--- src/sv/mgr_pkg.sv ---
`default_nettype none
package mgr_pkg;

  localparam int MAX_CHANNELS    = 32;
  localparam int MAX_RAMPERS     = 8;
  localparam int SAMPLE_BITS     = 24;
  localparam int EXP_TABLE_DEPTH = 64;

  localparam int DB_W       = 14;
  localparam int FINE_SHIFT = 8;
  localparam int FINE_W     = 22;
  localparam int LIN_W      = 24;
  localparam int RAMP_W     = 16;
  localparam int CH_W       = 5;

  localparam logic signed [DB_W-1:0] DB_MIN = -14'sd6144;
  localparam logic signed [DB_W-1:0] DB_MAX = 14'sd1536;
  localparam logic [16:0]            OCT_K  = 17'd43541;
  localparam logic [63:0]            LN2_Q30 = 64'd744261118;
  localparam logic [63:0]            ONE_Q30 = 64'd1073741824;
  localparam logic [LIN_W-1:0]       LIN_MAX = 24'hFFFFFF;
  localparam logic [3:0]             BYPASS_CODE = 4'd15;

  // Configuration reset values.
  localparam logic [5:0]             RST_NUM_CHANNELS = 6'd2;
  localparam logic [3:0]             RST_NUM_RAMPERS  = 4'd1;
  localparam logic [RAMP_W-1:0]      RST_RAMP_BLOCKS  = 16'd45;
  localparam logic signed [DB_W-1:0] RST_FLOOR_DB     = -14'sd6144;
  localparam logic signed [DB_W-1:0] RST_INITIAL_DB   = 14'sd0;

  typedef enum logic [1:0] {
    REQ_SAMPLE = 2'd0,
    REQ_TICK   = 2'd1,
    REQ_TARGET = 2'd2
  } req_e;

  typedef enum logic [2:0] {
    CFG_NUM_CHANNELS = 3'd0,
    CFG_NUM_RAMPERS  = 3'd1,
    CFG_RAMP_BLOCKS  = 3'd2,
    CFG_FLOOR_DB     = 3'd3,
    CFG_INITIAL_DB   = 3'd4,
    CFG_MAP_LOW      = 3'd5,
    CFG_MAP_HIGH     = 3'd6
  } cfg_idx_e;

  typedef enum logic [3:0] {
    ST_LOAD_LIN,
    ST_LOAD_WAIT,
    ST_LOAD_WR,
    ST_IDLE,
    ST_SMP_RD,
    ST_SMP_MUL,
    ST_SMP_RND,
    ST_SL_RD,
    ST_SL_EXE,
    ST_SL_DIV,
    ST_SL_LIN,
    ST_SL_WR
  } state_e;

  // One ramper slot as kept in the state memory.
  typedef struct packed {
    logic signed [FINE_W-1:0] cur;
    logic signed [DB_W-1:0]   tgt;
    logic signed [FINE_W-1:0] step;
    logic [LIN_W-1:0]         lin;
  } slot_t;

endpackage
`default_nettype wire

--- src/sv/mgr_ram.sv ---
`default_nettype none
module mgr_ram #(
  parameter int Width = 8,
  parameter int Depth = 8,
  localparam int AddrW = (Depth > 1) ? $clog2(Depth) : 1
) (
  input  wire logic             clk_i,
  input  wire logic             we_i,
  input  wire logic [AddrW-1:0] waddr_i,
  input  wire logic [Width-1:0] wdata_i,
  input  wire logic [AddrW-1:0] raddr_i,
  output logic      [Width-1:0] rdata_o
);
  logic [Width-1:0] mem_q [Depth];
  logic [Width-1:0] rdata_q;

  always_ff @(posedge clk_i) begin
    if (we_i) begin
      mem_q[waddr_i] <= wdata_i;
    end
    rdata_q <= mem_q[raddr_i];
  end

  assign rdata_o = rdata_q;
endmodule
`default_nettype wire

--- src/sv/mgr_div.sv ---
`default_nettype none
// Signed dividend over unsigned divisor, quotient truncated toward zero.
// Restoring division, one quotient bit per cycle.
module mgr_div (
  input  wire logic                               clk_i,
  input  wire logic                               rst_ni,
  input  wire logic                               start_i,
  input  wire logic signed [mgr_pkg::FINE_W-1:0]  dividend_i,
  input  wire logic        [mgr_pkg::RAMP_W-1:0]  divisor_i,
  output logic                                    done_o,
  output logic signed      [mgr_pkg::FINE_W-1:0]  quotient_o
);
  localparam int W    = mgr_pkg::FINE_W;
  localparam int DW   = mgr_pkg::RAMP_W;
  localparam int CntW = $clog2(W + 1);

  logic            busy_q;
  logic [CntW-1:0] cnt_q;
  logic [W-1:0]    num_q;
  logic [DW-1:0]   rem_q;
  logic [DW-1:0]   den_q;
  logic            neg_q;
  logic            done_q;
  logic [W-1:0]    quo_q;

  logic [DW:0]     rem_sh;
  logic            fits;
  logic [W-1:0]    num_nxt;

  always_comb begin
    rem_sh  = {rem_q, num_q[W-1]};
    fits    = rem_sh >= {1'b0, den_q};
    num_nxt = {num_q[W-2:0], fits};
  end

  always_ff @(posedge clk_i or negedge rst_ni) begin
    if (!rst_ni) begin
      busy_q <= 1'b0;
      done_q <= 1'b0;
      cnt_q  <= '0;
    end else begin
      done_q <= 1'b0;
      if (start_i) begin
        busy_q <= 1'b1;
        cnt_q  <= '0;
      end else if (busy_q) begin
        cnt_q <= cnt_q + CntW'(1);
        if (cnt_q == CntW'(W - 1)) begin
          busy_q <= 1'b0;
          done_q <= 1'b1;
        end
      end
    end
  end

  always_ff @(posedge clk_i) begin
    if (start_i) begin
      num_q <= dividend_i[W-1] ? (W'(0) - dividend_i) : dividend_i;
      neg_q <= dividend_i[W-1];
      den_q <= divisor_i;
      rem_q <= '0;
    end else if (busy_q) begin
      num_q <= num_nxt;
      rem_q <= fits ? DW'(rem_sh - {1'b0, den_q}) : rem_sh[DW-1:0];
      if (cnt_q == CntW'(W - 1)) begin
        quo_q <= neg_q ? (W'(0) - num_nxt) : num_nxt;
      end
    end
  end

  assign done_o     = done_q;
  assign quotient_o = quo_q;
endmodule
`default_nettype wire

--- src/sv/mgr_lin.sv ---
`default_nettype none
// Fine dB (1/16384 dB) to linear Q4.20 gain, four pipeline stages:
// octave multiply, table lookup, interpolation, shift and round.
module mgr_lin #(
  parameter int EXP_TABLE_DEPTH = mgr_pkg::EXP_TABLE_DEPTH
) (
  input  wire logic                               clk_i,
  input  wire logic                               rst_ni,
  input  wire logic                               in_valid_i,
  input  wire logic signed [mgr_pkg::FINE_W-1:0]  in_db_i,
  output logic                                    out_valid_o,
  output logic             [mgr_pkg::LIN_W-1:0]   out_lin_o
);
  localparam int W    = mgr_pkg::FINE_W;
  localparam int IdxW = $clog2(EXP_TABLE_DEPTH);
  localparam int PosW = 16 + $clog2(EXP_TABLE_DEPTH + 1);

  // Entry i holds 2^(i/depth) in Q30 from a truncated series for e^z.
  function automatic logic [31:0] exp_calc(input int unsigned idx);
    logic [63:0] z;
    logic [63:0] term;
    logic [63:0] sum;
    z    = (64'(idx) * mgr_pkg::LN2_Q30) / 64'(EXP_TABLE_DEPTH);
    term = mgr_pkg::ONE_Q30;
    sum  = mgr_pkg::ONE_Q30;
    for (int unsigned k = 1; k <= 12; k++) begin
      term = ((term * z) >> 30) / 64'(k);
      sum  = sum + term;
    end
    return sum[31:0];
  endfunction

  logic [31:0] tab [EXP_TABLE_DEPTH];
  for (genvar g = 0; g < EXP_TABLE_DEPTH; g++) begin : g_tab
    localparam logic [31:0] Val = exp_calc(g);
    assign tab[g] = Val;
  end

  logic [3:0] vld_q;

  // Stage 1: octaves in Q16, floored.
  logic signed [W+17:0] oct_prod;
  logic signed [22:0]   x_q;
  assign oct_prod = in_db_i * $signed({1'b0, mgr_pkg::OCT_K});

  // Stage 2: table lookup.
  logic signed [6:0] n_x;
  logic [PosW-1:0]   pos;
  logic [IdxW-1:0]   idx;
  logic [31:0]       tab_a;
  logic [31:0]       tab_b;
  logic [31:0]       a_q;
  logic [31:0]       dd_q;
  logic [15:0]       r_q;
  logic signed [6:0] n2_q;

  always_comb begin
    n_x   = x_q[22:16];
    pos   = PosW'(x_q[15:0]) * PosW'(EXP_TABLE_DEPTH);
    idx   = pos[16 +: IdxW];
    tab_a = tab[idx];
    tab_b = (idx == IdxW'(EXP_TABLE_DEPTH - 1)) ? 32'h8000_0000 : tab[IdxW'(idx + IdxW'(1))];
  end

  // Stage 3: interpolation.
  logic [47:0]       interp;
  logic [31:0]       v_q;
  logic signed [6:0] n3_q;
  assign interp = dd_q * {32'd0, r_q};

  // Stage 4: shift to Q20, round half up, saturate.
  logic signed [7:0] sh;
  logic [41:0]       rsum;
  logic [41:0]       rshift;
  logic [23:0]       lin_d;
  logic [23:0]       lin_q;

  always_comb begin
    sh     = 8'sd10 - {n3_q[6], n3_q};
    rsum   = {10'd0, v_q} + (42'd1 << (sh[5:0] - 6'd1));
    rshift = rsum >> sh[5:0];
    if (sh > 8'sd40) begin
      lin_d = '0;
    end else if (sh < 8'sd1) begin
      lin_d = mgr_pkg::LIN_MAX;
    end else if (rshift > {18'd0, mgr_pkg::LIN_MAX}) begin
      lin_d = mgr_pkg::LIN_MAX;
    end else begin
      lin_d = rshift[23:0];
    end
  end

  always_ff @(posedge clk_i or negedge rst_ni) begin
    if (!rst_ni) begin
      vld_q <= '0;
    end else begin
      vld_q <= {vld_q[2:0], in_valid_i};
    end
  end

  always_ff @(posedge clk_i) begin
    x_q   <= oct_prod[38:16];
    a_q   <= tab_a;
    dd_q  <= tab_b - tab_a;
    r_q   <= pos[15:0];
    n2_q  <= n_x;
    v_q   <= a_q + interp[47:16];
    n3_q  <= n2_q;
    lin_q <= lin_d;
  end

  assign out_valid_o = vld_q[3];
  assign out_lin_o   = lin_q;
endmodule
`default_nettype wire

--- src/sv/multichannel_gain_ramper_core.sv ---
// Multichannel gain ramper. Up to MAX_RAMPERS slots each keep a current gain, a
// target gain and a per-tick step in dB, plus the matching linear gain, all in one
// slot memory. tuser selects the item kind: an audio sample, a block tick or a new
// target gain. A sample passes acceptance, memory read, multiply and round on its
// way to the result register and yields one output item; channels beyond
// num_channels or mapped to code 15 pass at unity. Ticks and target sets yield
// no output and walk the active slots one at a time through the memory: a tick
// or an immediate jump takes each slot through the 4-stage dB to linear
// pipeline, a ramped target through the divider instead. After reset, and after
// every initial_db write, a load pass converts the initial gain once and writes
// it into all slots; no item and no configuration write is taken meanwhile. The
// output register lets the next item enter while a result still waits
// downstream.
`default_nettype none
module multichannel_gain_ramper_core #(
  parameter int MAX_CHANNELS    = mgr_pkg::MAX_CHANNELS,
  parameter int MAX_RAMPERS     = mgr_pkg::MAX_RAMPERS,
  parameter int SAMPLE_BITS     = mgr_pkg::SAMPLE_BITS,
  parameter int EXP_TABLE_DEPTH = mgr_pkg::EXP_TABLE_DEPTH,
  localparam int InW  = ((mgr_pkg::CH_W + SAMPLE_BITS + mgr_pkg::DB_W + 7) / 8) * 8,
  localparam int OutW = ((SAMPLE_BITS + mgr_pkg::CH_W + 7) / 8) * 8
) (
  input  wire logic             clk_i,
  input  wire logic             rst_ni,
  input  wire logic             s_axis_tvalid,
  output logic                  s_axis_tready,
  // channel[4:0], sample_in, target_db, zero fill
  input  wire logic [InW-1:0]   s_axis_tdata,
  // req_type
  input  wire logic [1:0]       s_axis_tuser,
  output logic                  m_axis_tvalid,
  input  wire logic             m_axis_tready,
  // sample_out, out_channel, zero fill
  output logic      [OutW-1:0]  m_axis_tdata,
  input  wire logic             cfg_valid,
  output logic                  cfg_ready,
  input  wire logic [2:0]       cfg_index,
  input  wire logic [63:0]      cfg_data
);
  localparam int SlotW = (MAX_RAMPERS > 1) ? $clog2(MAX_RAMPERS) : 1;
  localparam int FW    = mgr_pkg::FINE_W;
  localparam int DW    = mgr_pkg::DB_W;
  localparam int PW    = SAMPLE_BITS + 25;
  localparam int YW    = SAMPLE_BITS + 6;

  mgr_pkg::state_e state_q, state_d;

  // Configuration registers.
  logic [5:0]                   num_channels_q;
  logic [3:0]                   num_rampers_q;
  logic [mgr_pkg::RAMP_W-1:0]   ramp_blocks_q;
  logic signed [DW-1:0]         floor_db_q;
  logic signed [DW-1:0]         initial_db_q;
  logic [63:0]                  map_low_q;
  logic [63:0]                  map_high_q;

  logic cfg_fire;
  logic in_fire;
  assign cfg_ready     = (state_q == mgr_pkg::ST_IDLE);
  assign s_axis_tready = (state_q == mgr_pkg::ST_IDLE) && !cfg_valid;
  assign cfg_fire      = cfg_valid && cfg_ready;
  assign in_fire       = s_axis_tvalid && s_axis_tready;

  always_ff @(posedge clk_i or negedge rst_ni) begin
    if (!rst_ni) begin
      num_channels_q <= mgr_pkg::RST_NUM_CHANNELS;
      num_rampers_q  <= mgr_pkg::RST_NUM_RAMPERS;
      ramp_blocks_q  <= mgr_pkg::RST_RAMP_BLOCKS;
      floor_db_q     <= mgr_pkg::RST_FLOOR_DB;
      initial_db_q   <= mgr_pkg::RST_INITIAL_DB;
      map_low_q      <= '0;
      map_high_q     <= '0;
    end else if (cfg_fire) begin
      case (mgr_pkg::cfg_idx_e'(cfg_index))
        mgr_pkg::CFG_NUM_CHANNELS: num_channels_q <= cfg_data[5:0];
        mgr_pkg::CFG_NUM_RAMPERS:  num_rampers_q  <= cfg_data[3:0];
        mgr_pkg::CFG_RAMP_BLOCKS:  ramp_blocks_q  <= cfg_data[15:0];
        mgr_pkg::CFG_FLOOR_DB:     floor_db_q     <= cfg_data[13:0];
        mgr_pkg::CFG_INITIAL_DB:   initial_db_q   <= cfg_data[13:0];
        mgr_pkg::CFG_MAP_LOW:      map_low_q      <= cfg_data;
        mgr_pkg::CFG_MAP_HIGH:     map_high_q     <= cfg_data;
        default: ;
      endcase
    end
  end

  // Effective settings.
  logic [4:0]           nr_eff;
  logic signed [DW-1:0] fl_eff;
  logic signed [FW-1:0] flf;
  logic signed [DW-1:0] init_eff;
  logic signed [FW-1:0] init_fine;

  always_comb begin
    if (num_rampers_q == 4'd0) begin
      nr_eff = 5'd1;
    end else if ({1'b0, num_rampers_q} > 5'(MAX_RAMPERS)) begin
      nr_eff = 5'(MAX_RAMPERS);
    end else begin
      nr_eff = {1'b0, num_rampers_q};
    end
    if (floor_db_q > 14'sd0) begin
      fl_eff = '0;
    end else if (floor_db_q < mgr_pkg::DB_MIN) begin
      fl_eff = mgr_pkg::DB_MIN;
    end else begin
      fl_eff = floor_db_q;
    end
    flf = {fl_eff, 8'd0};
    if (initial_db_q < mgr_pkg::DB_MIN) begin
      init_eff = mgr_pkg::DB_MIN;
    end else if (initial_db_q > mgr_pkg::DB_MAX) begin
      init_eff = mgr_pkg::DB_MAX;
    end else begin
      init_eff = initial_db_q;
    end
    init_fine = {init_eff, 8'd0};
  end

  // Input fields.
  logic [mgr_pkg::CH_W-1:0]      in_ch;
  logic signed [SAMPLE_BITS-1:0] in_smp;
  logic signed [DW-1:0]          in_tgt;
  logic signed [DW-1:0]          tgt_clamp;
  logic signed [DW-1:0]          tgt_eff;
  logic                          ch_used;
  logic [3:0]                    map_code;
  logic                          unity;
  logic [SlotW-1:0]              map_slot;

  always_comb begin
    in_ch  = s_axis_tdata[mgr_pkg::CH_W-1:0];
    in_smp = s_axis_tdata[mgr_pkg::CH_W +: SAMPLE_BITS];
    in_tgt = s_axis_tdata[mgr_pkg::CH_W + SAMPLE_BITS +: DW];
    if (in_tgt < mgr_pkg::DB_MIN) begin
      tgt_clamp = mgr_pkg::DB_MIN;
    end else if (in_tgt > mgr_pkg::DB_MAX) begin
      tgt_clamp = mgr_pkg::DB_MAX;
    end else begin
      tgt_clamp = in_tgt;
    end
    tgt_eff  = (tgt_clamp < fl_eff) ? fl_eff : tgt_clamp;
    ch_used  = ({1'b0, in_ch} < num_channels_q) && ({2'b0, in_ch} < 7'(MAX_CHANNELS));
    map_code = in_ch[4] ? map_high_q[{in_ch[3:0], 2'b00} +: 4]
                        : map_low_q[{in_ch[3:0], 2'b00} +: 4];
    unity    = !ch_used || (map_code == mgr_pkg::BYPASS_CODE);
    map_slot = ({1'b0, map_code} >= nr_eff) ? '0 : SlotW'(map_code);
  end

  // Item registers.
  mgr_pkg::req_e                 op_q;
  logic [mgr_pkg::CH_W-1:0]      ch_q;
  logic signed [SAMPLE_BITS-1:0] smp_q;
  logic signed [DW-1:0]          tgt_req_q;
  logic                          unity_q;
  logic [SlotW-1:0]              smp_slot_q;
  logic signed [PW-1:0]          prod_q;

  // Slot walk registers.
  logic [SlotW-1:0]              slot_q, slot_d;
  logic signed [FW-1:0]          cur_q;
  logic signed [DW-1:0]          tgt_q;
  logic signed [FW-1:0]          step_q;
  logic [mgr_pkg::LIN_W-1:0]     lin_q;
  logic                          diff_neg_q;

  // State memory.
  mgr_pkg::slot_t   rd;
  mgr_pkg::slot_t   wr;
  logic             ram_we;
  logic [SlotW-1:0] ram_raddr;

  assign wr        = '{cur: cur_q, tgt: tgt_q, step: step_q, lin: lin_q};
  assign ram_raddr = (state_q == mgr_pkg::ST_SMP_RD) ? smp_slot_q : slot_q;

  mgr_ram #(
    .Width ($bits(mgr_pkg::slot_t)),
    .Depth (MAX_RAMPERS)
  ) u_ram (
    .clk_i   (clk_i),
    .we_i    (ram_we),
    .waddr_i (slot_q),
    .wdata_i (wr),
    .raddr_i (ram_raddr),
    .rdata_o (rd)
  );

  // Slot update math on the entry just read.
  logic signed [FW-1:0] tick_tf;
  logic signed [FW:0]   tick_sum;
  logic                 tick_snap;
  logic signed [FW-1:0] tick_cur;
  logic signed [FW-1:0] tick_step;
  logic signed [FW-1:0] set_tf;
  logic signed [FW-1:0] set_cur;
  logic signed [FW-1:0] set_diff;
  logic                 set_jump;

  always_comb begin
    tick_tf   = {rd.tgt, 8'd0};
    tick_sum  = {rd.cur[FW-1], rd.cur} + {rd.step[FW-1], rd.step};
    tick_snap = (rd.step > 0 && tick_sum >= $signed({tick_tf[FW-1], tick_tf})) ||
                (rd.step < 0 && tick_sum <= $signed({tick_tf[FW-1], tick_tf}));
    tick_cur  = rd.cur;
    tick_step = rd.step;
    if (rd.step != '0) begin
      if (tick_snap) begin
        tick_cur  = tick_tf;
        tick_step = '0;
      end else begin
        tick_cur = tick_sum[FW-1:0];
      end
    end
    if (tick_cur < flf) begin
      tick_cur = flf;
    end
    set_tf   = {tgt_req_q, 8'd0};
    set_cur  = (rd.cur < flf) ? flf : rd.cur;
    set_diff = set_tf - set_cur;
    set_jump = (set_diff == '0) || (ramp_blocks_q == '0);
  end

  // Shared units.
  logic                      lin_start;
  logic signed [FW-1:0]      lin_db;
  logic                      lin_vld;
  logic [mgr_pkg::LIN_W-1:0] lin_out;
  logic                      div_start;
  logic                      div_done;
  logic signed [FW-1:0]      div_quo;

  mgr_lin #(
    .EXP_TABLE_DEPTH (EXP_TABLE_DEPTH)
  ) u_lin (
    .clk_i       (clk_i),
    .rst_ni      (rst_ni),
    .in_valid_i  (lin_start),
    .in_db_i     (lin_db),
    .out_valid_o (lin_vld),
    .out_lin_o   (lin_out)
  );

  mgr_div u_div (
    .clk_i      (clk_i),
    .rst_ni     (rst_ni),
    .start_i    (div_start),
    .dividend_i (set_diff),
    .divisor_i  (ramp_blocks_q),
    .done_o     (div_done),
    .quotient_o (div_quo)
  );

  // Output register.
  logic                          out_valid_q;
  logic signed [SAMPLE_BITS-1:0] out_smp_q;
  logic [mgr_pkg::CH_W-1:0]      out_ch_q;
  logic                          out_load;
  logic signed [PW:0]            rnd;
  logic signed [YW-1:0]          y_full;
  logic signed [SAMPLE_BITS-1:0] y_sat;

  always_comb begin
    rnd    = {prod_q[PW-1], prod_q} + (PW+1)'(1 << 19);
    y_full = YW'(rnd >>> 20);
    if (y_full > $signed(YW'({1'b0, {(SAMPLE_BITS-1){1'b1}}}))) begin
      y_sat = {1'b0, {(SAMPLE_BITS-1){1'b1}}};
    end else if (y_full < $signed(YW'({{(YW-SAMPLE_BITS+1){1'b1}},
                                      {(SAMPLE_BITS-1){1'b0}}}))) begin
      y_sat = {1'b1, {(SAMPLE_BITS-1){1'b0}}};
    end else begin
      y_sat = y_full[SAMPLE_BITS-1:0];
    end
  end

  logic last_active;
  logic last_slot;
  assign last_active = (5'(slot_q) + 5'd1) == nr_eff;
  assign last_slot   = slot_q == SlotW'(MAX_RAMPERS - 1);

  always_ff @(posedge clk_i or negedge rst_ni) begin
    if (!rst_ni) begin
      state_q <= mgr_pkg::ST_LOAD_LIN;
      slot_q  <= '0;
    end else begin
      state_q <= state_d;
      slot_q  <= slot_d;
    end
  end

  always_comb begin
    state_d   = state_q;
    slot_d    = slot_q;
    ram_we    = 1'b0;
    lin_start = 1'b0;
    lin_db    = init_fine;
    div_start = 1'b0;
    out_load  = 1'b0;
    case (state_q)
      mgr_pkg::ST_LOAD_LIN: begin
        lin_start = 1'b1;
        state_d   = mgr_pkg::ST_LOAD_WAIT;
      end
      mgr_pkg::ST_LOAD_WAIT: begin
        if (lin_vld) begin
          slot_d  = '0;
          state_d = mgr_pkg::ST_LOAD_WR;
        end
      end
      mgr_pkg::ST_LOAD_WR: begin
        ram_we = 1'b1;
        if (last_slot) begin
          state_d = mgr_pkg::ST_IDLE;
        end else begin
          slot_d = slot_q + SlotW'(1);
        end
      end
      mgr_pkg::ST_IDLE: begin
        if (cfg_fire && mgr_pkg::cfg_idx_e'(cfg_index) == mgr_pkg::CFG_INITIAL_DB) begin
          state_d = mgr_pkg::ST_LOAD_LIN;
        end else if (in_fire) begin
          case (mgr_pkg::req_e'(s_axis_tuser))
            mgr_pkg::REQ_SAMPLE: state_d = mgr_pkg::ST_SMP_RD;
            mgr_pkg::REQ_TICK,
            mgr_pkg::REQ_TARGET: begin
              slot_d  = '0;
              state_d = mgr_pkg::ST_SL_RD;
            end
            default: ;
          endcase
        end
      end
      mgr_pkg::ST_SMP_RD:  state_d = mgr_pkg::ST_SMP_MUL;
      mgr_pkg::ST_SMP_MUL: state_d = mgr_pkg::ST_SMP_RND;
      mgr_pkg::ST_SMP_RND: begin
        if (!out_valid_q || m_axis_tready) begin
          out_load = 1'b1;
          state_d  = mgr_pkg::ST_IDLE;
        end
      end
      mgr_pkg::ST_SL_RD: state_d = mgr_pkg::ST_SL_EXE;
      mgr_pkg::ST_SL_EXE: begin
        if (op_q == mgr_pkg::REQ_TICK) begin
          lin_start = 1'b1;
          lin_db    = tick_cur;
          state_d   = mgr_pkg::ST_SL_LIN;
        end else if (set_jump) begin
          lin_start = 1'b1;
          lin_db    = set_tf;
          state_d   = mgr_pkg::ST_SL_LIN;
        end else begin
          div_start = 1'b1;
          state_d   = mgr_pkg::ST_SL_DIV;
        end
      end
      mgr_pkg::ST_SL_DIV: begin
        if (div_done) begin
          state_d = mgr_pkg::ST_SL_WR;
        end
      end
      mgr_pkg::ST_SL_LIN: begin
        if (lin_vld) begin
          state_d = mgr_pkg::ST_SL_WR;
        end
      end
      mgr_pkg::ST_SL_WR: begin
        ram_we = 1'b1;
        if (last_active) begin
          state_d = mgr_pkg::ST_IDLE;
        end else begin
          slot_d  = slot_q + SlotW'(1);
          state_d = mgr_pkg::ST_SL_RD;
        end
      end
      default: state_d = mgr_pkg::ST_IDLE;
    endcase
  end

  // Datapath registers.
  always_ff @(posedge clk_i) begin
    if (in_fire) begin
      op_q       <= mgr_pkg::req_e'(s_axis_tuser);
      ch_q       <= in_ch;
      smp_q      <= in_smp;
      tgt_req_q  <= tgt_eff;
      unity_q    <= unity;
      smp_slot_q <= map_slot;
    end
    if (state_q == mgr_pkg::ST_SMP_MUL) begin
      // Unity gain is 1.0 in Q4.20, which passes the sample through exactly.
      prod_q <= smp_q * $signed(unity_q ? 25'(1 << 20) : {1'b0, rd.lin});
    end
    if (state_q == mgr_pkg::ST_LOAD_LIN) begin
      cur_q  <= init_fine;
      tgt_q  <= init_eff;
      step_q <= '0;
    end
    if (state_q == mgr_pkg::ST_SL_EXE) begin
      lin_q      <= rd.lin;
      diff_neg_q <= set_diff[FW-1];
      if (op_q == mgr_pkg::REQ_TICK) begin
        cur_q  <= tick_cur;
        step_q <= tick_step;
        tgt_q  <= rd.tgt;
      end else begin
        tgt_q <= tgt_req_q;
        if (set_jump) begin
          cur_q  <= set_tf;
          step_q <= '0;
        end else begin
          cur_q <= rd.cur;
        end
      end
    end
    if (lin_vld) begin
      lin_q <= lin_out;
    end
    if (state_q == mgr_pkg::ST_SL_DIV && div_done) begin
      // A quotient that truncates to zero still moves one LSB toward the target.
      if (div_quo == '0) begin
        step_q <= diff_neg_q ? -FW'(1) : FW'(1);
      end else begin
        step_q <= div_quo;
      end
    end
    if (out_load) begin
      out_smp_q <= y_sat;
      out_ch_q  <= ch_q;
    end
  end

  always_ff @(posedge clk_i or negedge rst_ni) begin
    if (!rst_ni) begin
      out_valid_q <= 1'b0;
    end else if (out_load) begin
      out_valid_q <= 1'b1;
    end else if (m_axis_tready) begin
      out_valid_q <= 1'b0;
    end
  end

  assign m_axis_tvalid = out_valid_q;
  assign m_axis_tdata  = OutW'({out_ch_q, out_smp_q});

`ifndef ASSERT_OFF
  a_we_only_in_write: assert property (@(posedge clk_i) disable iff (!rst_ni)
    ram_we |-> (state_q == mgr_pkg::ST_LOAD_WR || state_q == mgr_pkg::ST_SL_WR))
    else $error("slot memory written outside a write state");
  a_slot_active: assert property (@(posedge clk_i) disable iff (!rst_ni)
    (state_q == mgr_pkg::ST_SL_WR) |-> (5'(slot_q) < nr_eff))
    else $error("slot walk beyond the active slots");
  a_lin_expected: assert property (@(posedge clk_i) disable iff (!rst_ni)
    lin_vld |-> (state_q == mgr_pkg::ST_LOAD_WAIT || state_q == mgr_pkg::ST_SL_LIN))
    else $error("linear gain result arrived unexpectedly");
  a_div_expected: assert property (@(posedge clk_i) disable iff (!rst_ni)
    div_done |-> (state_q == mgr_pkg::ST_SL_DIV))
    else $error("divider finished unexpectedly");
  a_out_load_free: assert property (@(posedge clk_i) disable iff (!rst_ni)
    out_load |-> (!out_valid_q || m_axis_tready))
    else $error("output register overwritten while full");
`endif
endmodule
`default_nettype wire

--- config.mk ---
export PLATFORM = sky130hd
export DESIGN_NAME = multichannel_gain_ramper_core
export DESIGN_NICKNAME = d
export VERILOG_FILES = /design/src/sv/mgr_pkg.sv /design/src/sv/mgr_ram.sv /design/src/sv/mgr_div.sv /design/src/sv/mgr_lin.sv /design/src/sv/multichannel_gain_ramper_core.sv
export SDC_FILE = /design/constraint.sdc
export NUM_CORES = 2
export LEC_CHECK = 0
export BUFFER_PORTS_ARGS = -buffer_cell sky130_fd_sc_hd__buf_2
export CELL_PAD_IN_SITES_DETAIL_PLACEMENT = 1
export CELL_PAD_IN_SITES_GLOBAL_PLACEMENT = 2
export CORE_MARGIN = 1
export CORE_UTILIZATION = 45
export CTS_BUF_LIST = sky130_fd_sc_hd__clkbuf_2
export CTS_CLUSTER_DIAMETER = 60
export DETAILED_ROUTE_END_ITERATION = 12
export GPL_TIMING_DRIVEN = 0
export PLACE_DENSITY_LB_ADDON = 0.1
export SLEW_MARGIN = 20
export SYNTH_ARGS = -nofsm -noshare
export SYNTH_HDL_FRONTEND = slang
export SYNTH_SLANG_ARGS = --single-unit
--- constraint.sdc ---
create_clock -name clk_i -period 17.54 [get_ports clk_i]
set_input_delay 3.508 -clock clk_i [delete_from_list [all_inputs] [get_ports clk_i]]
set_output_delay 3.508 -clock clk_i [all_outputs]
set_load 0.05 [all_outputs]
==> key figures <==
Synthesis
  • Synth Flop Type: edfxtp_1
  • Post-synth ARST share: 14.7%
  • Synth area leader: edfxtp_1
  • Syn Inst Count: 9307
  • Seq/Total Area, Yosys: 36.7%
  • Area contributors post-synth: edfxtp_1 26%, fa_1 16%, ha_1 8.3%, dfxtp_1 5.6%, mux4_2 4.8%
  • Avg Inst Size Synth: 10.9 µm²
  • Synth Register Bits: 1372
  • Mapped Area: 0.102 mm²
  • Top cell type's share of synthesized area: 26.2%
  • Synth top cells by count: 1093 x inv_1, 915 x nand2_1, 886 x edfxtp_1
  • Count leader, synth: inv_1
  • Post-synth EDFFs: 886
  • Syn. warnings: 0
  • Cell variety after synth: 107

STA
  • TNS Setup: 0 ps
  • WHS: 289 ps
  • Worst slew pin tran: 1260 ps
  • Clock skew: 318 ps
  • Final setup vio count: 0
  • Minimum clock period: 16430 ps
  • Final critical-path share of the clock period: 93.7%
  • Number of hold violations in the final report: 0
  • Pins Over Slew Limit: 0
  • Normalized max-slew margin: 15.2%
  • Max Clk Rate: 60.9 MHz
  • RSZ-0062 raised after global routing: false

Die
  • Die height: 477 µm
  • Full die area: 0.228 mm²
  • Initial Util: 45.2%
  • Num ports: 157
  • Die W: 477 µm
  • Placeable core area: 0.225 mm²
  • # rows: 174

Global route
  • Largest net degree at the start of global routing: 87
  • Vias in the first global route: 82100
  • Initial antenna violation count: 23
  • First-pass GRT wire length: 539000 µm
  • Global route overflow: 0
  • GRT Util Overall: 31.8%

Route
  • Via density: 5.77
  • Starting DRT DRC Count: 5233
  • Via count: 76100
  • Wirelength, routed: 362000 µm
  • Routed WL per cell: 27.5 µm
  • Drt first pass iters: 6
  • DR DRC count: 0
  • Detail Route Antenna Nets: 0

Setup path
  • CP max stage cell: a221oi_1
  • Most frequent CP cell: ha_1
  • Worst EP required: 19100 ps
  • Worst setup SP type: register
  • CP arrival: 17990 ps
  • Worst Path Max Fanout: 10
  • Critical path type: register to register
  • FF-to-FF Start: u_ram.rdata_o[60]
  • Slowest cell delay on critical path: 660 ps
  • Crit. End Element: register
  • CP Launch Point: u_ram.rdata_o[60]

Clock network
  • # clock sinks: 1372
  • Num CTS Buffers: 361
  • Worst-Skew Late Latency: 1850 ps
  • Postcts setup bufs: 0
  • CTS tree: done
  • Root Driver: clkbuf_2
  • H-tree depth: 5
  • CTS Buffer Depth: 4
  • Clock slew at reported path FFs: 120 ps

Cells and area
  • Area delta synth->final: 9.24%
  • Nets@finish: 11500
  • Core Util, Final: 49.4%
  • Ratio of cells with drive above 1 in the final layout: 14.5%

Place
  • IO buf count: 148
  • GPL Wtd Cong: 0.976
  • DP HPWL: 284000 µm

Run
  • Max_cap viols: 0

Min path
  • Worst Min Path Start: u_lin.x_q[2]
  • Worst Hold Class: register to register

Pwr
  • Leakage: 0.0463 µW
  • Peak VDD IR: 0.0677 mV
  • Cell Pwr Density: 52.0 mW/mm²

Status
  • Status: complete, no violations
## critical path: cells and delay by family, from the launching register on
| family | cells | cell delay, ps |
|---|---|---|
| flops | 1 | 460 |
| simple gates | 8 | 1100 |
| xor+xnor | 2 | 350 |
| mux | 1 | 230 |
| fa+ha+maj | 10 | 3620 |
| compound gates | 29 | 8530 |
| buf+inv | 8 | 1860 |
## area by class of cell
class	instances	area (µm²)
timing repair buffer	232	2070
antenna	12	30.0
sequential	1372	37400
inverter	1097	4120
clock inverter	129	773
multi-input combinational	6355	58500
tap	2992	3740
fill	24800	114000
buffer	485	1890
clock buffer	514	2570
## per-stage QoR
stage / setup slack [ps] / power [µW] / cell area, µm² / cells
after floorplan: 4740 / 3500 / 102000 / 9309
after global placement: 1400 / 3530 / 106000 / 12400
after detailed placement: 1280 / 3540 / 108000 / 12500
after CTS: 1120 / 5850 / 111000 / 13200
after global routing: 104 / 6000 / 111000 / 13200
final: 1110 / 5780 / 111000 / 13200
## state kept, by name (all words and copies together) (netlist names), 30 cells and up
signal / count
map_high_q: 64
map_low_q: 64
prod_q: 30
u_lin.a_q: 30
u_lin.dd_q: 32
u_lin.v_q: 32
u_ram.mem_q: 656
u_ram.rdata_o: 82
## placed cells by master (no fill, tap or decap), types with 120 or more instances in the layout
cell type,Yosys,layout
o21ai_0,344,341
mux4_2,216,216
ha_1,676,676
mux2_2,312,312
nor3_1,136,128
fa_1,820,820
a21oi_1,339,339
dfrtp_1,193,193
clkbuf_2,2,528
clkbuf_1,393,382
nand2_1,915,915
inv_1,1093,1093
nor2_1,538,531
xnor2_1,194,191
edfxtp_1,886,886
nand3_1,120,120
buf_2,11,162
dfxtp_1,285,285
and2_1,416,415
## power breakdown
group	internal, µW	switching [µW]	total, µW
Sequential	3400	0.0000000000000160	3400
Combinational	22.9	40.3	63.2
Clock	926	1390	2310
Total	4350	1430	5780
## worst paths after layout
kind                                    end  slack [ps]  depth (start not counted)
min in group asynchronous    u_lin.vld_q[1]        1610                          1
max                           u_lin.x_q[22]        1110                         58
min                            u_lin.r_q[8]         290                          0
max reg2reg                   u_lin.x_q[22]        1110                         58
min reg2reg                    u_lin.r_q[8]         290                          0
max in group asynchronous  ramp_blocks_q[2]       14590                          3
## kinds of logic (layout without fill, tap and decap cells)
family / count (synthesis) / count (layout) / synth area share (%)
other: 1 / 15 / 0.00369
adder cells (fa/ha/maj): 1496 / 1496 / 24.5
flip-flops: 1372 / 1372 / 36.7
multiplexers: 640 / 640 / 9.34
XOR/XNOR: 280 / 280 / 2.42
AO/OA/AOI/OAI: 1435 / 1435 / 9.51
buffers and inverters: 1582 / 2457 / 5.89
AND/OR/NAND/NOR: 2501 / 2501 / 11.6
## per-layer routing
metal | vias up | global-route usage, % | wire (µm)
li1 | 33400 | - | -
met1 | 39500 | 43.7 | 160000
met2 | 2535 | 51.4 | 169000
met3 | 632 | 4.86 | 21100
met4 | 18 | 10.7 | 12200
met5 | - | 0 | 120
## repair_timing
action	CTS	global route
endpoints found under the setup margin	0	2
hold buffers	0	0
resized for setup	0	2
Note: power is estimated with default switching activity, not from simulation.
